### src/llwd_pkg.sv
// ----------------------------------------------------------------------------
// llwd_pkg
// Shared constants and types for the least-loaded worker dispatcher.
// ----------------------------------------------------------------------------
package llwd_pkg;

   localparam int SLOT_COUNT     = 16;
   localparam int JOB_COUNT_BITS = 8;
   localparam int SLOT_BITS      = $clog2(SLOT_COUNT);
   localparam int ACT_BITS       = $clog2(SLOT_COUNT + 1);

   localparam logic [JOB_COUNT_BITS-1:0] JOB_MAX = {JOB_COUNT_BITS{1'b1}};

   // request actions
   localparam logic [1:0] ACT_DISPATCH = 2'd0;
   localparam logic [1:0] ACT_COMPLETE = 2'd1;
   localparam logic [1:0] ACT_RELEASE  = 2'd2;
   localparam logic [1:0] ACT_REGISTER = 2'd3;

   // response status
   localparam logic [1:0] STAT_OK        = 2'd0;
   localparam logic [1:0] STAT_NO_WORKER = 2'd1;
   localparam logic [1:0] STAT_FULL      = 2'd2;
   localparam logic [1:0] STAT_EMPTY     = 2'd3;

   // job count memory access
   typedef struct packed {
      logic                      rd_en;
      logic [SLOT_BITS-1:0]      rd_addr;
      logic                      wr_en;
      logic [SLOT_BITS-1:0]      wr_addr;
      logic [JOB_COUNT_BITS-1:0] wr_data;
   } ram_cmd_type;

   // occupancy update
   typedef struct packed {
      logic                 set;
      logic                 clr;
      logic [SLOT_BITS-1:0] idx;
   } occ_cmd_type;

   // occupancy status
   typedef struct packed {
      logic [SLOT_COUNT-1:0] occ;
      logic                  free_vld;
      logic [SLOT_BITS-1:0]  free_idx;
      logic [ACT_BITS-1:0]   active;
   } occ_stat_type;

endpackage

### src/least_loaded_worker_dispatcher_core.sv
// ----------------------------------------------------------------------------
// least_loaded_worker_dispatcher_core
// Worker slot table with least-loaded job dispatch.
// ----------------------------------------------------------------------------
// A request is taken when start is high and busy is low; exactly one response
// follows, shown for a single cycle with rsp_strobe high. The receiver cannot
// stall, so it must capture the response in that cycle. One request is worked
// at a time. Dispatch scans the job count memory one slot per cycle (one read
// port, registered read): the slot reads, then a compare of the last read, a
// bump of the winner's count and the strobe. busy drops the cycle after.
// Complete takes a read-modify-write before its strobe; register, release and
// requests on an empty slot strobe in the cycle right after the accept.
// Occupancy lives in flip-flops cleared by reset; job counts live in a memory
// that is written to zero whenever a slot is registered or released, so no
// clearing pass is needed after reset.
// ----------------------------------------------------------------------------
module least_loaded_worker_dispatcher_core
   import llwd_pkg::*;
(
   input  logic        clock,
   input  logic        reset,
   // request
   input  logic        start,
   output logic        busy,
   input  logic [1:0]  req_action,
   input  logic [3:0]  req_slot_id,
   // response
   output logic        rsp_strobe,
   output logic [1:0]  rsp_status,
   output logic [3:0]  rsp_chosen_slot,
   output logic [7:0]  rsp_job_count,
   output logic [4:0]  rsp_active_count
);

   typedef enum logic [4:0] {
      ST_IDLE = 5'b00001,
      ST_SCAN = 5'b00010,  // stream job counts through the compare
      ST_PICK = 5'b00100,  // bump the winner's count
      ST_CMPL = 5'b01000,  // decrement after read
      ST_RESP = 5'b10000
   } state_type;

   state_type                 state_ff, state_in;

   // scan bookkeeping
   logic [SLOT_BITS:0]        scan_idx_ff, scan_idx_in;
   logic                      cmp_vld_ff, cmp_vld_in;
   logic [SLOT_BITS-1:0]      cmp_idx_ff, cmp_idx_in;
   logic                      found_ff, found_in;
   logic [SLOT_BITS-1:0]      best_idx_ff, best_idx_in;
   logic [JOB_COUNT_BITS-1:0] best_cnt_ff, best_cnt_in;

   // latched request / response payload
   logic [SLOT_BITS-1:0]      sid_ff, sid_in;
   logic [1:0]                status_ff, status_in;
   logic [SLOT_BITS-1:0]      chosen_ff, chosen_in;
   logic [JOB_COUNT_BITS-1:0] jobs_ff, jobs_in;

   ram_cmd_type               ram_cmd;
   logic [JOB_COUNT_BITS-1:0] ram_rd_data;
   occ_cmd_type               occ_cmd;
   occ_stat_type              occ_stat;

   logic                      accept;
   logic                      sid_in_range;
   logic                      sid_occ;
   logic                      candidate;

   llwd_job_ram u_job_ram (
      .clock   (clock),
      .cmd     (ram_cmd),
      .rd_data (ram_rd_data)
   );

   llwd_slot_table u_slot_table (
      .clock (clock),
      .reset (reset),
      .cmd   (occ_cmd),
      .stat  (occ_stat)
   );

   assign accept       = start && (state_ff == ST_IDLE);
   assign sid_in_range = ({1'b0, req_slot_id} < (SLOT_COUNT));
   assign sid_occ      = sid_in_range && occ_stat.occ[req_slot_id[SLOT_BITS-1:0]];

   // slot under compare: occupied and not saturated
   assign candidate = cmp_vld_ff && occ_stat.occ[cmp_idx_ff] && (ram_rd_data != JOB_MAX);

   always_comb begin
      state_in    = state_ff;
      scan_idx_in = scan_idx_ff;
      cmp_vld_in  = 1'b0;
      cmp_idx_in  = cmp_idx_ff;
      found_in    = found_ff;
      best_idx_in = best_idx_ff;
      best_cnt_in = best_cnt_ff;
      sid_in      = sid_ff;
      status_in   = status_ff;
      chosen_in   = chosen_ff;
      jobs_in     = jobs_ff;
      ram_cmd     = '0;
      occ_cmd     = '0;

      case (state_ff)
         ST_IDLE: begin
            if (accept) begin
               sid_in    = req_slot_id[SLOT_BITS-1:0];
               status_in = STAT_OK;
               chosen_in = '0;
               jobs_in   = '0;
               case (req_action)
                  ACT_DISPATCH: begin
                     scan_idx_in = '0;
                     found_in    = 1'b0;
                     state_in    = ST_SCAN;
                  end
                  ACT_REGISTER: begin
                     if (occ_stat.free_vld) begin
                        chosen_in       = occ_stat.free_idx;
                        occ_cmd.set     = 1'b1;
                        occ_cmd.idx     = occ_stat.free_idx;
                        ram_cmd.wr_en   = 1'b1;
                        ram_cmd.wr_addr = occ_stat.free_idx;
                        ram_cmd.wr_data = '0;
                     end else begin
                        status_in = STAT_FULL;
                     end
                     state_in = ST_RESP;
                  end
                  default: begin
                     // complete or release
                     chosen_in = req_slot_id[SLOT_BITS-1:0];
                     if (!sid_occ) begin
                        status_in = STAT_EMPTY;
                        state_in  = ST_RESP;
                     end else if (req_action == ACT_COMPLETE) begin
                        ram_cmd.rd_en   = 1'b1;
                        ram_cmd.rd_addr = req_slot_id[SLOT_BITS-1:0];
                        state_in        = ST_CMPL;
                     end else begin
                        occ_cmd.clr     = 1'b1;
                        occ_cmd.idx     = req_slot_id[SLOT_BITS-1:0];
                        ram_cmd.wr_en   = 1'b1;
                        ram_cmd.wr_addr = req_slot_id[SLOT_BITS-1:0];
                        ram_cmd.wr_data = '0;
                        state_in        = ST_RESP;
                     end
                  end
               endcase
            end
         end

         ST_SCAN: begin
            // issue read of the next slot while comparing the previous one
            if (scan_idx_ff < (SLOT_BITS+1)'(SLOT_COUNT)) begin
               ram_cmd.rd_en   = 1'b1;
               ram_cmd.rd_addr = scan_idx_ff[SLOT_BITS-1:0];
               cmp_vld_in      = 1'b1;
               cmp_idx_in      = scan_idx_ff[SLOT_BITS-1:0];
               scan_idx_in     = scan_idx_ff + (SLOT_BITS+1)'(1);
            end else begin
               state_in = ST_PICK;
            end
            if (candidate && (!found_ff || (ram_rd_data < best_cnt_ff))) begin
               found_in    = 1'b1;
               best_idx_in = cmp_idx_ff;
               best_cnt_in = ram_rd_data;
            end
         end

         ST_PICK: begin
            if (found_ff) begin
               ram_cmd.wr_en   = 1'b1;
               ram_cmd.wr_addr = best_idx_ff;
               ram_cmd.wr_data = best_cnt_ff + JOB_COUNT_BITS'(1);
               chosen_in       = best_idx_ff;
               jobs_in         = best_cnt_ff + JOB_COUNT_BITS'(1);
            end else begin
               status_in = STAT_NO_WORKER;
            end
            state_in = ST_RESP;
         end

         ST_CMPL: begin
            // count floors at zero
            ram_cmd.wr_en   = 1'b1;
            ram_cmd.wr_addr = sid_ff;
            if (ram_rd_data != '0) begin
               ram_cmd.wr_data = ram_rd_data - JOB_COUNT_BITS'(1);
               jobs_in         = ram_rd_data - JOB_COUNT_BITS'(1);
            end else begin
               ram_cmd.wr_data = '0;
               jobs_in         = '0;
            end
            state_in = ST_RESP;
         end

         ST_RESP: begin
            state_in = ST_IDLE;
         end

         default: begin
            state_in = ST_IDLE;
         end
      endcase
   end

   always_ff @(posedge clock) begin
      if (reset) begin
         state_ff   <= ST_IDLE;
         cmp_vld_ff <= 1'b0;
         found_ff   <= 1'b0;
      end else begin
         state_ff   <= state_in;
         cmp_vld_ff <= cmp_vld_in;
         found_ff   <= found_in;
      end
   end

   always_ff @(posedge clock) begin
      scan_idx_ff <= scan_idx_in;
      cmp_idx_ff  <= cmp_idx_in;
      best_idx_ff <= best_idx_in;
      best_cnt_ff <= best_cnt_in;
      sid_ff      <= sid_in;
      status_ff   <= status_in;
      chosen_ff   <= chosen_in;
      jobs_ff     <= jobs_in;
   end

   assign busy             = (state_ff != ST_IDLE);
   assign rsp_strobe       = (state_ff == ST_RESP);
   assign rsp_status       = status_ff;
   assign rsp_chosen_slot  = chosen_ff;
   assign rsp_job_count    = jobs_ff;
   // occupancy updates land on the edge into ST_RESP
   assign rsp_active_count = occ_stat.active;

endmodule

### src/llwd_job_ram.sv
// ----------------------------------------------------------------------------
// llwd_job_ram
// Outstanding job count per slot: one write port, one registered read port.
// ----------------------------------------------------------------------------
module llwd_job_ram
   import llwd_pkg::*;
(
   input  logic                      clock,
   input  ram_cmd_type               cmd,
   output logic [JOB_COUNT_BITS-1:0] rd_data
);

   logic [JOB_COUNT_BITS-1:0] mem [SLOT_COUNT];
   logic [JOB_COUNT_BITS-1:0] rd_data_ff;

   always_ff @(posedge clock) begin
      if (cmd.wr_en) begin
         mem[cmd.wr_addr] <= cmd.wr_data;
      end
      if (cmd.rd_en) begin
         rd_data_ff <= mem[cmd.rd_addr];
      end
   end

   assign rd_data = rd_data_ff;

endmodule

### src/llwd_slot_table.sv
// ----------------------------------------------------------------------------
// llwd_slot_table
// Slot occupancy bits, occupied-slot count and lowest-free-slot search.
// ----------------------------------------------------------------------------
module llwd_slot_table
   import llwd_pkg::*;
(
   input  logic         clock,
   input  logic         reset,
   input  occ_cmd_type  cmd,
   output occ_stat_type stat
);

   logic [SLOT_COUNT-1:0] occ_ff;
   logic [SLOT_COUNT-1:0] occ_in;
   logic [ACT_BITS-1:0]   active_ff;
   logic [ACT_BITS-1:0]   active_in;
   logic                  free_vld;
   logic [SLOT_BITS-1:0]  free_idx;

   always_comb begin
      occ_in    = occ_ff;
      active_in = active_ff;
      // callers only set a free slot and clear an occupied one
      if (cmd.set) begin
         occ_in[cmd.idx] = 1'b1;
         active_in       = active_ff + ACT_BITS'(1);
      end else if (cmd.clr) begin
         occ_in[cmd.idx] = 1'b0;
         active_in       = active_ff - ACT_BITS'(1);
      end
   end

   // lowest empty slot
   always_comb begin
      free_vld = 1'b0;
      free_idx = '0;
      for (int i = SLOT_COUNT - 1; i >= 0; i--) begin
         if (!occ_ff[i]) begin
            free_vld = 1'b1;
            free_idx = SLOT_BITS'(i);
         end
      end
   end

   always_ff @(posedge clock) begin
      if (reset) begin
         occ_ff    <= '0;
         active_ff <= '0;
      end else begin
         occ_ff    <= occ_in;
         active_ff <= active_in;
      end
   end

   assign stat.occ      = occ_ff;
   assign stat.free_vld = free_vld;
   assign stat.free_idx = free_idx;
   assign stat.active   = active_ff;

endmodule
### config.mk
export PLATFORM = sky130hd
export DESIGN_NAME = least_loaded_worker_dispatcher_core
export DESIGN_NICKNAME = d
export VERILOG_FILES = /design/src/llwd_pkg.sv /design/src/least_loaded_worker_dispatcher_core.sv /design/src/llwd_job_ram.sv /design/src/llwd_slot_table.sv
export SDC_FILE = /design/constraint.sdc
export NUM_CORES = 1
export LEC_CHECK = 0
export BUFFER_PORTS_ARGS = -buffer_cell sky130_fd_sc_hd__buf_2
export CORE_MARGIN = 4
export CORE_UTILIZATION = 56
export DETAILED_ROUTE_END_ITERATION = 7
export PLACE_DENSITY = 0.86
export SYNTH_ARGS = -nofsm -noshare
export SYNTH_HDL_FRONTEND = slang
export SYNTH_SLANG_ARGS = --single-unit
### constraint.sdc
create_clock -name clock -period 2.81 [get_ports clock]
set_input_delay 0.1405 -clock clock [delete_from_list [all_inputs] [get_ports clock]]
set_output_delay 0.1405 -clock clock [all_outputs]
set_load 0.03 [all_outputs]
# Yosys cells after proc, flatten, opt, wreduce, memory -nomap -nowiden

Memories as Yosys holds them, arrays and structs flattened. A register that Yosys moved wholly into a read port is not among the register bits.
Index checks and enable logic that the tools add are counted.

Register bits: 67
Bits in latches: 0
Memory bits (writable): 128
Memory bits (read-only): 0
Input port bits: 9
Output and inout port bits: 21
Logic and storage cells: 163
Memories kept: 1

Memory list:

| name          | depth | bits a word | read ports | clocked after Yosys merged registers in | write ports | RTL line           | text |
|---|---|---|---|---|---|---|---|
| u_job_ram.mem | 16    | 8           | 1          | 1                                       | 1           | llwd_job_ram.sv:13 | `logic [JOB_COUNT_BITS-1:0] mem [SLOT_COUNT];` |

Add/sub/neg operators: 5
Multiply operators: 0
Div/mod/pow operators: 0
Magnitude comparators: 6
Equal/unequal tests: 16
Shift operators: 0
Muxes and demuxes: 93
Bitwise gates (word level): 4
Reductions and logical operators: 25

Operators with widths:

| cell                                               | number |
|---|---|
| two-way mux 4 bit                                  | 19 |
| two-way mux 5 bit                                  | 14 |
| two-way mux 13 bit                                 | 3 |
| case mux 13 bit (3 select lines)                   | 1 |
| two-way mux 18 bit                                 | 2 |
| two-way mux 16 bit                                 | 2 |
| case mux 5 bit (2 select lines)                    | 3 |
| two-way mux 1 bit                                  | 28 |
| case mux 13 bit (2 select lines)                   | 1 |
| two-way mux 8 bit                                  | 3 |
| case mux 4 bit (2 select lines)                    | 3 |
| case mux 8 bit (3 select lines)                    | 1 |
| AND 16 bit                                         | 1 |
| NOT 16 bit                                         | 1 |
| bitwise OR 16 bit                                  | 1 |
| < comparator 4 x 5 -> 1 bit, second input constant | 3 |
| case mux 5 bit (3 select lines)                    | 1 |
| two-way mux 6 bit                                  | 2 |
| inequality test 2 bit, second input constant       | 6 |
| adder 5 x 1 -> 5 bit, second input constant        | 2 |
| AND reduction 3 bit                                | 3 |
| adder 8 x 1 -> 8 bit, second input constant        | 1 |
| binary-select mux 1 bit (select 4 bit)             | 2 |
| < comparator 8 bit                                 | 1 |
| other kinds (29)                                   | 45 |

# Logic depth before layout (Yosys ltp)

Gate-level depths: netlist of the first run.

Word-level depth: 28
Mapped depth: 12
Gate-level depth less buffers: 11

# Cells and area by module

Synthesis of the first run repeated with hierarchy kept, for this count alone.

Cells, all modules: 641
Area total of the unflattened synthesis: 9,316.4 sq um

Modules (own cells, without submodules):

| module                              | times used | cells an instance | area each (sq um) | sequential area each (sq um) |
|---|---|---|---|---|
| llwd_job_ram                        | 1          | 229               | 5,227.5           | 4,083.9 |
| least_loaded_worker_dispatcher_core | 1          | 269               | 2,864.0           | 1,311.3 |
| llwd_slot_table                     | 1          | 143               | 1,224.9           | 420.4 |

# Worst setup path before layout of the first run

Ideal clock, no wire load.

Path type: reg2reg
From: register with a tool-made name
To: memory u_job_ram.mem[0][0] (enable)
Setup time: 0.370 ns
Arrival: 2.645 ns
Required time: 2.440 ns
Slack: -0.205 ns
Cell stages (with the launch flop): 10
Period minus slack after synthesis: 3.015 ns
Cells stage by stage: dfxtp_1 -> mux4_2 -> mux2_2 -> a2bb2oi_4 -> buf_6 -> o21ai_1 -> and2_1 -> a222oi_1 -> nand2_1 -> nor2_1

RTL lines:

| element          | RTL line |
|---|---|
| end: declaration | llwd_job_ram.sv:13 |

==> results.sh, run 1 <==
export IMPL_cts_buffers=21
export IMPL_fin_area_mm2=0.0120
export IMPL_cp_end_kind="flip-flop"
export IMPL_drive_gt1_frac=0.316
export IMPL_die_h_um=137
export IMPL_pre_cts_slack_ps=-368
export IMPL_wire_per_inst_um=24.4
export IMPL_setup_viol=138
export IMPL_skew_ps=23.8
export IMPL_wl_um=27400
export IMPL_drv_cap=0
export IMPL_r2r_slack_ps=-480
export IMPL_pwr_share_comb=0.123
export IMPL_yosysWarnings=0
export IMPL_switching_power_mw=1.73
export IMPL_grt_pass1_vias=6880
export IMPL_worst_pin_slew_ps=949
export IMPL_post_synth_num_cell_types=63
export IMPL_cpPeakStageDelay_ps=470
export IMPL_worst_slack_ps=-481
export IMPL_whs_path_depth=2
export IMPL_hp_class="in -> reg"
export IMPL_ioPinCount=30
export IMPL_fmax_ghz=0.304
export IMPL_outcome="finished with violations"
export IMPL_io_buffer_count=29
export IMPL_timing_final_hold_violations=0
export IMPL_antennaDiodeCount=0
export IMPL_syn_inst=729
export IMPL_cpMaxStageDelayCell="mux4_2"
export IMPL_fin_crit_ps=3290
export IMPL_pwr_share_seq=0.504
export IMPL_pwr_share_clk=0.373
export IMPL_yosys_most_used_dff="edfxtp_1"
export IMPL_cts_tree="built"
export IMPL_critical_path_top_delay_family="compound AO/OA/AOI/OAI gates"
export IMPL_start_util=0.568
export IMPL_power_mw=6.82
export IMPL_crit_buf_inv=6
export IMPL_grt_max_degree=29
export IMPL_violations="negative setup slack"
export IMPL_place_area_mm2=0.0107
export IMPL_drt_iter0_markers=890
export IMPL_grt_overflow=0
export IMPL_netlist_area_mm2=0.00939
export IMPL_synthesis_nets=757
export IMPL_worstSkewPairLatency_ps=510
export IMPL_crit_fanout=6
export IMPL_place_congestion=0.946
export IMPL_internal_power_mw=5.09
export IMPL_synth_seq_area_share=0.619
export IMPL_ant_nets=0
export IMPL_synthToLayoutAreaGrowth_pct=28.0
export IMPL_utilization=0.727
export IMPL_path_cells="mux4_2, mux2_4, a2bb2oi_4, buf_6, a2bb2oi_4, buf_4, buf_6, buf_4, buf_12, clkbuf_16, mux2i_1, a221oi_1, o2bb2ai_2"
export IMPL_cts_sinks=203
export IMPL_dieArea_mm2=0.0189
export IMPL_worstPathRequired_ps=3120
export IMPL_via_per_inst=6.56
export IMPL_syn_avg_cell_area_um2=12.9
export IMPL_hpwl_um=16200
export IMPL_core_mm2=0.0165
export IMPL_clk_pin_slew_ps=60
export IMPL_p_leak_nw=4.43
export IMPL_root_buffer="clkbuf_16"
export IMPL_peakVddDrop_uv=378
export IMPL_rsz0062_at_grt="true"
export IMPL_grt_usage=0.262
export IMPL_power_switching_share=0.253
export IMPL_relSlewSlack=0.367
export IMPL_grt_antenna_before_repair=0
export IMPL_die_x_um=137
export IMPL_async_flop_share=0
export IMPL_synth_seq_cells=203
export IMPL_hold_buffers=0
export IMPL_vias=7359
export IMPL_final_nets=918
export IMPL_synth_edf_count=175
export IMPL_power_density_mw_per_mm2=568
export IMPL_cts_max_path_buffers=3
export IMPL_start_kind="flip-flop"
export IMPL_drtPass1Iterations=5
export IMPL_grt_pass1_wl_um=37800
export IMPL_criticalPathCategory="reg -> reg"
export IMPL_rows=47
export IMPL_reg2reg_depth=13
export IMPL_finalMaxSlewViolations=0
export IMPL_cp_arrival_ps=3600
export IMPL_drc=0
export IMPL_cp_depth=13
export IMPL_min_period_over_period=1.17
export IMPL_cts_htree_levels=1
export IMPL_timing_hold_ws_ps=24.3
-- per-stage QoR --
stage	setup TNS, ps	cells
6_report	-31670	1122
3_3_place_gp	-10010	1057
4_1_cts	-9190	1114
2_1_floorplan	-7600	729
3_5_place_dp	-21760	1057
5_1_grt	-38850	1122
-- cell type report --
cell class / count / area [um2]
timing repair buffer: 169 / 1440
clock buffer: 30 / 569
multi-input combinational: 477 / 3810
tap: 220 / 275
fill: 909 / 4510
sequential: 203 / 5830
clock inverter: 5 / 31.3
inverter: 18 / 67.6
-- timing repair --
action	4_1_cts	5_1_grt
pin swaps	21	11
cloned	0	1
setup buffers	22	10
gates resized for setup	44	38
endpoints found under the setup margin	138	142
-- cell usage after synthesis, drive strengths merged (9+ instances only) --
library cell	n	area [um2]
buf	18	131
o21ai	31	155
nor2	56	210
o22ai	10	68.8
clkbuf	13	48.8
dfxtp	28	561
mux2i	47	470
xnor2	14	123
edfxtp	175	5260
nand2	66	248
o2bb2ai	16	140
nand2b	13	81.3
a211oi	15	113
nand3	18	90.1
a21oi	23	119
nand4	9	56.3
nor3	18	90.1
ha	18	225
inv	18	67.6
-- final timing paths --
check | startpoint | to
worst max-delay path | flip-flop | u_job_ram.rd_data[5]
worst min-delay path | req_slot_id[3] | sid_ff[3]
worst max register to register | flip-flop | u_job_ram.rd_data[5]
worst min register to register | cmp_idx_ff[3] | best_idx_ff[3]
-- per-layer routing --
layer	vias up	share of wire	GRT usage
li1	3138	-	-
met1	3508	0.35	0.336
met2	574	0.50	0.452
met3	139	0.098	0.0500
met4	0	0.048	0.0776
met5	-	0	0
-- flip-flops by register name (all words and copies together) (netlist names), named ones only --
signal and count:
rsp_status 2, cmp_idx_ff 4, rsp_chosen_slot 4, u_job_ram.mem 128, scan_idx_ff 5, u_job_ram.rd_data 8
best_idx_ff 4, rsp_job_count 8, sid_ff 4, state_ff 5, found_ff 1, u_slot_table.active_ff 5
best_cnt_ff 8, cmp_vld_ff 1
-- worst register-to-register path, stage by stage, from the launching register on --
cell and delay (ps):
dfxtp_1 330, mux4_2 470, mux2_4 330, a2bb2oi_4 210
buf_6 150, a2bb2oi_4 240, buf_4 160, buf_6 110
buf_4 110, buf_12 120, clkbuf_16 160, mux2i_1 80
a221oi_1 440, o2bb2ai_2 200
-- logic make-up after synthesis --
| family | Yosys count | synth area share |
|---|---|---|
| buffers and inverters | 49 | 0.0264 |
| XOR/XNOR | 19 | 0.0177 |
| adder cells (fa/ha/maj) | 19 | 0.0261 |
| multiplexers | 61 | 0.0765 |
| flip-flops | 203 | 0.619 |
| AO/OA/AOI/OAI | 150 | 0.116 |
| AND/OR/NAND/NOR | 228 | 0.118 |
-- power groups by stage --
stage	clock network [mW]	logic [mW]	registers, mW
2_1_floorplan	0	0.360	3.61
3_3_place_gp	0	0.724	3.49
3_5_place_dp	0	0.747	3.49
4_1_cts	2.50	0.789	3.43
5_1_grt	2.69	0.890	3.44
6_report	2.55	0.839	3.44
-- cell usage in the layout, fill, tap and decap left out, drive strengths merged, types with 6 or more instances in the layout --
cell type,Yosys,layout
nand2b,13,13
nand2,66,66
o22ai,10,10
nor3,18,18
a211oi,15,15
mux2,6,6
edfxtp,175,175
nor4,6,6
a21oi,23,23
nor2,56,56
mux4,8,8
o2bb2ai,16,16
xnor2,14,14
clkbuf,13,31
nor2b,8,8
a221oi,7,7
and2,8,8
nand4,9,9
dfxtp,28,28
inv,18,19
mux2i,47,47
buf,18,168
ha,18,18
nand3,18,18
o21ai,31,31
Note: power is estimated with default switching activity, not from simulation.
==> run 2, diff against run 1 <==
- ABC_AREA: not set -> 1
==> run 2 against run 1 <==
Against the previous run: the flow now finishes without violations; worst hold slack better by 27 ps; first-iteration DRC count down 4.6%; combinational power down 20%; global-route usage down 1.2 points; sequential share of layout area up 2.2 points; worst setup slack better by 640 ps; highest routed layer unchanged; design area down 4.5%; critical path depth up 2; total power down 3.1%; synthesized cell count up 46%.
==> results.sh, run 2 <==
export IMPL_vias=8009
export IMPL_r2r_start="state_ff[2]"
export IMPL_clk_pin_slew_ps=70
export IMPL_criticalPathCategory="reg -> reg"
export IMPL_setup_tns_ps=0
export IMPL_fmax_ghz=0.377
export IMPL_timing_final_hold_violations=0
export IMPL_dieArea_mm2=0.0203
export IMPL_cts_htree_levels=1
export IMPL_grt_overflow=0
export IMPL_crit_buf_inv=3
export IMPL_wire_per_inst_um=18.5
export IMPL_path_cells="inv_2, nand2_2, nor2_2, nand3_4, nor2_4, buf_4, nand4_2, nand2_4, inv_2, nand2_1, nand2_1, nand2_1, nand3_1, nand3_1, nand2_1"
export IMPL_place_inst=1333
export IMPL_start_kind="flip-flop"
export IMPL_cts_sinks=203
export IMPL_r2r_slack_ps=160
export IMPL_die_x_um=143
export IMPL_antennaDiodeCount=0
export IMPL_post_synth_num_cell_types=48
export IMPL_grt_max_degree=38
export IMPL_wl_um=25400
export IMPL_final_cell_mix="nand2_1, edfxtp_1, inv_1"
export IMPL_hpwl_um=17000
export IMPL_relSlewSlack=0.512
export IMPL_fin_cells=1376
export IMPL_finalMaxSlewViolations=0
export IMPL_syn_avg_cell_area_um2=9.52
export IMPL_synth_seq_cells=203
export IMPL_crit_fanout=27
export IMPL_yosysMostFrequentCell="nand2_1"
export IMPL_syn_inst=1064
export IMPL_power_density_mw_per_mm2=576
export IMPL_drive_gt1_frac=0.149
export IMPL_synth_edf_count=175
export IMPL_core_mm2=0.0175
export IMPL_cp_common_cell="nand2_1"
export IMPL_synth_top_cell_area_share=0.519
export IMPL_place_congestion=1.02
export IMPL_timing_rr_end="u_job_ram.rd_data[5]"
export IMPL_peakVddDrop_uv=394
export IMPL_netlist_area_mm2=0.0101
export IMPL_yosysWarnings=0
export IMPL_endpoint="u_job_ram.rd_data[5]"
export IMPL_grt_pass1_wl_um=40300
export IMPL_drc=0
export IMPL_ioPinCount=30
export IMPL_synth_seq_area_share=0.574
export IMPL_power_mw=6.61
export IMPL_die_h_um=143
export IMPL_synth_common_cells="nand2_1, edfxtp_1, inv_1"
export IMPL_outcome="completed"
export IMPL_cp_arrival_ps=2880
export IMPL_synthTopCellsByArea="edfxtp_1, nand2_1, nand3_1"
export IMPL_grt_antenna_before_repair=0
export IMPL_grt_usage=0.250
export IMPL_cpMaxStageDelayCell="dfxtp_1"
export IMPL_fin_crit_ps=2650
export IMPL_rows=48
export IMPL_cp_depth=15
export IMPL_start_util=0.578
export IMPL_worstSkewPairLatency_ps=510
export IMPL_root_buffer="clkbuf_16"
export IMPL_cts_max_path_buffers=3
export IMPL_synthesis_nets=1092
export IMPL_drv_cap=0
export IMPL_reg2reg_depth=15
export IMPL_via_per_inst=5.82
export IMPL_critical_path_top_delay_family="simple AND/OR/NAND/NOR gates"
export IMPL_grt_pass1_vias=7897
export IMPL_ant_nets=0
export IMPL_utilization=0.655
export IMPL_drtPass1Iterations=6
export IMPL_regMostFlops="u_job_ram.mem"
export IMPL_cp_end_kind="flip-flop"
export IMPL_hp_class="in -> reg"
export IMPL_p_leak_nw=4.69
export IMPL_cpPeakStageDelay_ps=330
export IMPL_final_common_cell="nand2_1"
export IMPL_min_period_over_period=0.943
export IMPL_cts_tree="built"
export IMPL_drt_iter0_markers=849
export IMPL_final_nets=1165
export IMPL_io_buffer_count=29
export IMPL_cts_buffers=21
export IMPL_worstPathRequired_ps=3040
export IMPL_largest_reg_flops=128
export IMPL_async_flop_share=0
export IMPL_yosys_most_used_dff="edfxtp_1"
export IMPL_synth_area_leader_cell="edfxtp_1"
export IMPL_skew_ps=22.7
export IMPL_setup_viol=0
export IMPL_crit_start="state_ff[2]"
export IMPL_worst_pin_slew_ps=731
export IMPL_synthToLayoutAreaGrowth_pct=13.3
run 2: cell types whose count changed after synthesis, sizes merged, moves of 27 or more:
| cell | before | now |
|---|---|---|
| nand2 | 66 | 255 |
| inv | 18 | 152 |
| nand3 | 18 | 123 |
| mux2i | 47 | 0 |
| nor2 | 56 | 84 |
| nand3b | 2 | 29 |
run 2: worst register-to-register path, delay by kind of cell (launching register included):
kind	cells	cell delay (ps)
buffers and inverters	3	510
AND/OR/NAND/NOR	12	1540
flip-flops	1	330
run 2: cell type report:
class | instances | area (um2)
clock buffer | 29 | 566
clock inverter | 8 | 55.1
fill | 1290 | 6060
inverter | 153 | 582
multi-input combinational | 666 | 3510
sequential | 203 | 5820
tap | 225 | 282
timing repair buffer | 92 | 668
run 2: timing repair:
item | in CTS | in global routing
setup endpoints to repair | 0 | 56
buffers inserted | 0 | 1
hold buffers | 5 | 0
endpoints found under the hold margin | 10 | 0
gates resized for setup | 0 | 8
run 2: logic make-up after synthesis:
group | share of synthesized area
compound gates | 0.0647
xor+xnor | 0.0104
fa+ha+maj | 0.0242
buf+inv | 0.0825
flops | 0.574
simple gates | 0.244
run 2: layer usage:
layer  wire, um  part of all wire  global-route usage
met4       1290             0.051               0.126
met5          0                 0                   0
met3       2210             0.087              0.0440
met2      11700              0.46               0.397
met1      10200              0.40               0.332
run 2: metrics by stage:
step / hold slack (ps) / area, um2 / setup WS (ps)
6_report: 51.5 / 11500 / 159
2_1_floorplan: 210 / 10100 / 128
3_5_place_dp: 379 / 10800 / 74.2
3_3_place_gp: 386 / 10800 / 234
4_1_cts: 39.6 / 11400 / 116
5_1_grt: 53.0 / 11500 / -1.52
run 2: how the worst min path moves through the flow:
stage	slack [ps]	start	cells past startpoint	end
after floorplan	210	reset	1	state_ff[1]
after global placement	390	req_slot_id[3]	1	sid_ff[3]
after detailed placement	380	req_slot_id[3]	1	sid_ff[3]
after CTS	40	req_slot_id[0]	1	sid_ff[0]
after global routing	50	req_slot_id[0]	1	sid_ff[0]
final	50	req_slot_id[0]	1	sid_ff[0]
run 2: power by group:
group	leakage, nW	switching (mW)	total (mW)	internal [mW]
clock	0.297	1.13	2.55	1.42
sequential	1.60	0.0435	3.39	3.35
combinational	2.79	0.462	0.671	0.209
